**src/rtl/blr_pkg.sv**
```systemverilog
package blr_pkg;

   localparam int COORD_W = 8;
   localparam int COLOR_W = 16;
   localparam int INDEX_W = 14;
   localparam int ERROR_W = 10;

   localparam logic ACTION_START = 1'b0;
   localparam logic ACTION_STEP  = 1'b1;

   localparam logic [COLOR_W-1:0] DRAW_COLOR_RESET = 16'hFFFF;

   typedef logic [COORD_W-1:0] coord_type;
   typedef logic [COLOR_W-1:0] color_type;
   typedef logic [INDEX_W-1:0] index_type;
   typedef logic signed [ERROR_W-1:0] error_type;

   typedef struct packed {
      coord_type x;
      coord_type y;
      color_type color;
      logic      on_screen;
      index_type index;
      logic      last;
   } pixel_type;

endpackage

```
**src/rtl/bresenham_line_rasterizer_unit.sv**
```systemverilog
// Channel   Direction  Handshake              Payload
// req_      in         req_valid / req_stall  action, start_x/y, end_x/y
// rsp_      out        rsp_valid / rsp_stall  pixel x/y, color, on_screen, index, last
// csr_      in         csr_write_enable       csr_write_data (draw color)
//
// One item per cycle while req_stall is low; a pixel is registered at its transfer.
// The line state updates at the request transfer; a two-entry output
// (result register plus skid register) lets a request in while a pixel waits.
// req_stall rises only when both output entries are full.
// Synchronous reset clears the line state and sets draw color to all ones.
module bresenham_line_rasterizer_unit #(
   parameter int PANEL_WIDTH  = 128,
   parameter int PANEL_HEIGHT = 128
) (
   input  logic               clock,
   input  logic               reset,
   input  logic               req_valid,
   output logic               req_stall,
   input  logic               req_action,
   input  blr_pkg::coord_type req_start_x,
   input  blr_pkg::coord_type req_start_y,
   input  blr_pkg::coord_type req_end_x,
   input  blr_pkg::coord_type req_end_y,
   output logic               rsp_valid,
   input  logic               rsp_stall,
   output blr_pkg::coord_type rsp_pixel_x,
   output blr_pkg::coord_type rsp_pixel_y,
   output blr_pkg::color_type rsp_pixel_color,
   output logic               rsp_on_screen,
   output blr_pkg::index_type rsp_buffer_index,
   output logic               rsp_last,
   input  logic               csr_write_enable,
   input  blr_pkg::color_type csr_write_data
);
   import blr_pkg::*;

   localparam int WIDE_W = ERROR_W + 1;

   color_type draw_color_ff;
   coord_type cur_x_ff, cur_y_ff, target_x_ff, target_y_ff, span_x_ff, span_y_ff;
   coord_type cur_x_in, cur_y_in, target_x_in, target_y_in, span_x_in, span_y_in;
   logic      step_x_neg_ff, step_y_neg_ff, running_ff;
   logic      step_x_neg_in, step_y_neg_in, running_in;
   error_type error_ff, error_in;

   pixel_type main_ff, main_in, skid_ff, skid_in, new_pixel;
   logic      main_valid_ff, main_valid_in, skid_valid_ff, skid_valid_in;

   logic               accept, new_valid, main_take, new_last;
   coord_type          emit_x, emit_y;
   logic signed [WIDE_W-1:0] twice, wide_span_x, wide_span_y, err_sum;
   logic               move_x, move_y;

   assign req_stall = skid_valid_ff;
   assign accept    = req_valid && !req_stall;

   assign twice       = {error_ff, 1'b0};
   assign wide_span_x = $signed({3'b000, span_x_ff});
   assign wide_span_y = $signed({3'b000, span_y_ff});
   assign move_x      = twice > -wide_span_y;
   assign move_y      = twice < wide_span_x;

   always_comb begin
      cur_x_in      = cur_x_ff;
      cur_y_in      = cur_y_ff;
      target_x_in   = target_x_ff;
      target_y_in   = target_y_ff;
      span_x_in     = span_x_ff;
      span_y_in     = span_y_ff;
      step_x_neg_in = step_x_neg_ff;
      step_y_neg_in = step_y_neg_ff;
      error_in      = error_ff;
      running_in    = running_ff;
      new_valid     = 1'b0;
      new_last      = 1'b0;
      emit_x        = cur_x_ff;
      emit_y        = cur_y_ff;
      err_sum       = WIDE_W'(error_ff);
      if (accept) begin
         unique case (req_action)
            ACTION_START: begin
               cur_x_in      = req_start_x;
               cur_y_in      = req_start_y;
               target_x_in   = req_end_x;
               target_y_in   = req_end_y;
               span_x_in     = (req_start_x > req_end_x) ? req_start_x - req_end_x
                                                         : req_end_x - req_start_x;
               span_y_in     = (req_start_y > req_end_y) ? req_start_y - req_end_y
                                                         : req_end_y - req_start_y;
               step_x_neg_in = !(req_start_x < req_end_x);
               step_y_neg_in = !(req_start_y < req_end_y);
               error_in      = ERROR_W'($signed({2'b00, span_x_in}) - $signed({2'b00, span_y_in}));
               running_in    = (req_start_x != req_end_x) || (req_start_y != req_end_y);
               new_valid     = 1'b1;
               new_last      = !running_in;
               emit_x        = req_end_x;
               emit_y        = req_end_y;
            end
            ACTION_STEP: begin
               if (running_ff) begin
                  if (move_x) begin
                     err_sum  = err_sum - wide_span_y;
                     cur_x_in = step_x_neg_ff ? cur_x_ff - 8'd1 : cur_x_ff + 8'd1;
                  end
                  if (move_y) begin
                     err_sum  = err_sum + wide_span_x;
                     cur_y_in = step_y_neg_ff ? cur_y_ff - 8'd1 : cur_y_ff + 8'd1;
                  end
                  error_in   = err_sum[ERROR_W-1:0];
                  new_last   = (cur_x_in == target_x_ff) && (cur_y_in == target_y_ff);
                  running_in = !new_last;
                  new_valid  = 1'b1;
               end
            end
            default: begin
            end
         endcase
      end
   end

   blr_pixel_gen #(
      .PANEL_WIDTH  (PANEL_WIDTH),
      .PANEL_HEIGHT (PANEL_HEIGHT)
   ) u_pixel_gen (
      .x     (emit_x),
      .y     (emit_y),
      .color (draw_color_ff),
      .last  (new_last),
      .pixel (new_pixel)
   );

   // result register plus skid entry
   assign main_take = !main_valid_ff || !rsp_stall;

   always_comb begin
      main_in       = main_ff;
      main_valid_in = main_valid_ff;
      skid_in       = skid_ff;
      skid_valid_in = skid_valid_ff;
      if (main_take) begin
         if (skid_valid_ff) begin
            main_in       = skid_ff;
            main_valid_in = 1'b1;
            skid_valid_in = 1'b0;
         end else begin
            main_in       = new_pixel;
            main_valid_in = new_valid;
         end
      end else if (new_valid) begin
         skid_in       = new_pixel;
         skid_valid_in = 1'b1;
      end
   end

   always_ff @(posedge clock) begin
      if (reset) begin
         draw_color_ff <= DRAW_COLOR_RESET;
         cur_x_ff      <= '0;
         cur_y_ff      <= '0;
         target_x_ff   <= '0;
         target_y_ff   <= '0;
         span_x_ff     <= '0;
         span_y_ff     <= '0;
         step_x_neg_ff <= 1'b0;
         step_y_neg_ff <= 1'b0;
         error_ff      <= '0;
         running_ff    <= 1'b0;
         main_valid_ff <= 1'b0;
         skid_valid_ff <= 1'b0;
      end else begin
         if (csr_write_enable) begin
            draw_color_ff <= csr_write_data;
         end
         cur_x_ff      <= cur_x_in;
         cur_y_ff      <= cur_y_in;
         target_x_ff   <= target_x_in;
         target_y_ff   <= target_y_in;
         span_x_ff     <= span_x_in;
         span_y_ff     <= span_y_in;
         step_x_neg_ff <= step_x_neg_in;
         step_y_neg_ff <= step_y_neg_in;
         error_ff      <= error_in;
         running_ff    <= running_in;
         main_valid_ff <= main_valid_in;
         skid_valid_ff <= skid_valid_in;
      end
   end

   always_ff @(posedge clock) begin
      main_ff <= main_in;
      skid_ff <= skid_in;
   end

   assign rsp_valid        = main_valid_ff;
   assign rsp_pixel_x      = main_ff.x;
   assign rsp_pixel_y      = main_ff.y;
   assign rsp_pixel_color  = main_ff.color;
   assign rsp_on_screen    = main_ff.on_screen;
   assign rsp_buffer_index = main_ff.index;
   assign rsp_last         = main_ff.last;

endmodule

```
**src/rtl/blr_pixel_gen.sv**
```systemverilog
module blr_pixel_gen #(
   parameter int PANEL_WIDTH  = 128,
   parameter int PANEL_HEIGHT = 128
) (
   input  blr_pkg::coord_type x,
   input  blr_pkg::coord_type y,
   input  blr_pkg::color_type color,
   input  logic               last,
   output blr_pkg::pixel_type pixel
);
   import blr_pkg::*;

   localparam int LIM_W  = COORD_W + 1;
   localparam int PROD_W = 2 * COORD_W + 1;

   logic              visible;
   logic [PROD_W-1:0] linear;

   assign visible = ({1'b0, x} < LIM_W'(PANEL_WIDTH)) && ({1'b0, y} < LIM_W'(PANEL_HEIGHT));
   assign linear  = PROD_W'(y) * PROD_W'(PANEL_WIDTH) + PROD_W'(x);

   always_comb begin
      pixel.x         = x;
      pixel.y         = y;
      pixel.color     = color;
      pixel.on_screen = visible;
      pixel.index     = visible ? linear[INDEX_W-1:0] : '0;
      pixel.last      = last;
   end

endmodule

```
**config.mk**
```make
export PLATFORM = sky130hd
export DESIGN_NAME = bresenham_line_rasterizer_unit
export DESIGN_NICKNAME = d
export VERILOG_FILES = /design/src/rtl/blr_pkg.sv /design/src/rtl/bresenham_line_rasterizer_unit.sv /design/src/rtl/blr_pixel_gen.sv
export SDC_FILE = /design/constraint.sdc
export NUM_CORES = 1
export LEC_CHECK = 0
export BUFFER_PORTS_ARGS = -buffer_cell sky130_fd_sc_hd__buf_2
export CORE_ASPECT_RATIO = 0.75
export CORE_UTILIZATION = 36
export CTS_CLUSTER_SIZE = 16
export DETAILED_ROUTE_END_ITERATION = 10
export PLACE_DENSITY_LB_ADDON = 0.25
export SLEW_MARGIN = 20
export SYNTH_ARGS = -nofsm -noshare
export SYNTH_HDL_FRONTEND = slang
export SYNTH_SLANG_ARGS = --single-unit
```
**constraint.sdc**
```tcl
create_clock -name clock -period 5 [get_ports clock]
set_clock_uncertainty 0.2 [all_clocks]
set_input_delay 0.25 -clock clock [delete_from_list [all_inputs] [get_ports clock]]
set_output_delay 0.25 -clock clock [all_outputs]
set_load 0.01 [all_outputs]
```
==> results.json <==
{
  "hold_end": "target_y_ff[1]",
  "num_vias": 9585,
  "hold_viol": 0,
  "grt_max_degree": 64,
  "ys_top_cells_by_area": "edfxtp_1 (25%), dfxtp_1 (14%), ha_1 (9.5%), nand2_1 (4.2%), mux2_2 (3.9%)",
  "grt_use_total_pct": 19.8,
  "finalMaxSlewViolations": 0,
  "seqCellArea_um2": 4470,
  "r2r_slack_ps": 250,
  "r2r-end": "error_ff[8]",
  "wirelength_um": 32200,
  "cap_violations": 0,
  "core_area_um2": 31300,
  "overflow": 0,
  "via_per_inst": 5.36,
  "synth_nets": 1381,
  "relSlewSlack_pct": 28.2,
  "drtPass1Iterations": 7,
  "grt_pass1_vias": 8897,
  "design.die.area_um2": 32500,
  "dp_hpwl_um": 23900,
  "synth_edf_count": 96,
  "n_antenna_cell": 0,
  "synth_ff_type": "edfxtp_1",
  "drcViolationCount": 0,
  "initial_utilization_pct": 36.6,
  "multi_input_area_um2": 6490,
  "yosysTopAreaCellShare_pct": 25.2,
  "min_from": "req_end_y[1]",
  "synth_seq_cells": 175,
  "path_class": "reg2reg",
  "antenna_found_initial": 2,
  "min_period_over_period_pct": 95.0,
  "final_area_um2": 13500,
  "worst_ir_drop_vdd_mv": 0.264,
  "synthArstFlopShare_pct": 0,
  "r2r_start": "span_y_ff[4]",
  "clock_sinks": 175,
  "dieWidth_um": 208,
  "final_cells": 1787,
  "finalSetupTns_ps": 0,
  "mostFrequentLayoutCells": "nand2_1 (125), buf_2 (103), edfxtp_1 (96), nor2_1 (95), inv_1 (91)",
  "yosysWarnings": 0,
  "period_minus_slack_ps": 4750,
  "dpl_cell_area_um2": 12600,
  "yosysSeqAreaShare_pct": 39.0,
  "finalSetupViolCount": 0,
  "cts_buffer_depth": 2,
  "cts.htree.levels": 4,
  "clk_latency_ps": 440,
  "synth_cells": 1231,
  "critPathLaunchType": "register",
  "die_y_um": 156,
  "wl_per_cell_um": 18.0,
  "end_kind": "register",
  "cts_root_buffer": "clkbuf_16",
  "cts.reportedPaths.clkPinSlew_ps": 80,
  "cp.arrival_ps": 4850,
  "netlist_area_um2": 11400,
  "critPathLaunch": "span_y_ff[4]",
  "numCtsBuffers": 17,
  "slowest_delay_ps": 450,
  "max_freq_mhz": 210,
  "nFillCells": 3118,
  "placedCellCount": 1724,
  "synth_top_area_cell": "edfxtp_1",
  "p_leak_nw": 5.58,
  "crit_chain": "inv_1 > nand4_1 > or4_4 > xnor2_1 > ha_1 > nand4_1 > buf_4 > o21ai_0 > o21a_2 > mux2_2 > ha_1 > nor2b_1 > o21ai_0 > a21boi_1 > o21a_1 > o211ai_1 > a21oi_1 > xnor2_1 > a221oi_2 > nor3_1",
  "post_cts.repair.setup_buffers": 0,
  "io_buffers": 103,
  "final_common_cell": "nand2_1",
  "drive_above_1_share_pct": 18.1,
  "finalNetCount": 1518,
  "num_rows": 56,
  "powerDensity_nw_per_um2": 390,
  "worstMarginPinSlew_ps": 1080,
  "cp_slowest_cell": "or4_4",
  "critPathMaxFanout": 3,
  "grt_pass1_wl_um": 49800,
  "hold_depth": 3,
  "io_pins": 104,
  "cp.required_ps": 5100,
  "drt_iter0_drc": 716,
  "synth_area_per_cell_um2": 9.30,
  "ant_nets": 0,
  "holdCritPathClass": "in2reg",
  "reg2reg_depth": 20,
  "syn_to_final_growth_pct": 18.1,
  "fin_util_pct": 43.2,
  "synth.distinct_cells": 75,
  "gp_congestion": 0.913,
  "cts_tree": "built",
  "status": "completed"
}
-- stage by stage --
step	total power, mW	setup slack [ps]	hold WS (ps)
floorplan	3.24	278	168
global placement	3.85	109	230
detailed placement	3.87	40.1	233
CTS	5.23	20.3	0.912
global route	5.56	-37.2	22.2
finish	5.27	249	14.1
-- state kept, by name, indices dropped and copies added (netlist names) --
name and count:
rsp_on_screen 1, rsp_pixel_y 8, span_x_ff 8, rsp_buffer_index 14
span_y_ff 8, error_ff 10, rsp_valid 1, rsp_pixel_x 8
rsp_last 1, step_y_neg_ff 1, cur_y_ff 8, skid_ff 48
draw_color_ff 16, target_x_ff 8, req_stall 1, cur_x_ff 8
target_y_ff 8, step_x_neg_ff 1, rsp_pixel_color 16, running_ff 1
-- worst max-delay path, delay by kind of cell (launching register included) --
| kind | cells | cell delay, ps |
|---|---|---|
| compound gates | 8 | 1580 |
| flops | 1 | 340 |
| xor+xnor | 2 | 350 |
| fa+ha+maj | 2 | 600 |
| simple gates | 5 | 930 |
| buf+inv | 2 | 270 |
| mux | 1 | 360 |
-- where the power goes --
| group | switching, mW | leakage (nW) | internal [mW] |
|---|---|---|---|
| Combinational | 1.29 | 3.70 | 0.897 |
| Sequential | 0.102 | 1.59 | 1.65 |
| Clock | 0.662 | 0.287 | 0.672 |
-- timing repair --
action / in CTS / in global routing
resized for setup: 0 / 16
hold endpoints to repair: 31 / 0
setup endpoints to repair: 0 / 4
hold buffers: 31 / 0
-- cells in the mapped netlist, types with 14 or more instances --
cell	count
nand2_1	127
a211oi_1	21
mux2_2	40
nor3_1	23
a21o_1	14
and2_1	17
ha_1	87
clkbuf_1	37
mux2i_1	22
dfxtp_1	79
edfxtp_1	96
xor2_1	20
o21ai_0	54
o22ai_1	15
o31ai_1	19
nor2_1	97
a211o_1	22
a21oi_1	71
nand3_1	16
nor2b_1	35
inv_1	91
xnor2_1	43
-- cells by family after synthesis --
group | share of synthesized area [%]
and+or+nand+nor | 16.7
buffers and inverters | 4.92
adders and majority gates | 11.1
DFF | 39.0
muxes | 5.99
AOI/OAI and AO/OA | 17.5
xor gates and xnor gates | 4.82
-- area by class of cell --
| cell class | instances | area share, % |
|---|---|---|
| multi-input cells | 911 | 48.0 |
| flip-flops and latches | 175 | 33.0 |
| repair buffers | 172 | 8.22 |
| well taps | 406 | 3.76 |
| clock buffers | 17 | 3.15 |
| inverters | 91 | 2.53 |
| clock inverters | 15 | 1.25 |
-- layer usage --
layer	routed length (um)	global-route usage, %
met4	481	4.97
met2	13000	28.3
met3	2150	3.81
met5	13	0
met1	16600	30.0
-- how the worst max path moves through the flow --
stage                   to  slack, ps  depth (start not counted)
3_5_place_dp   error_ff[8]         40                         23
3_3_place_gp   error_ff[8]        110                         23
5_1_grt        error_ff[9]        -40                         20
2_1_floorplan  error_ff[9]        280                         22
4_1_cts        error_ff[8]         20                         23
6_report       error_ff[8]        250                         20
Note: power is estimated with default switching activity, not from simulation.
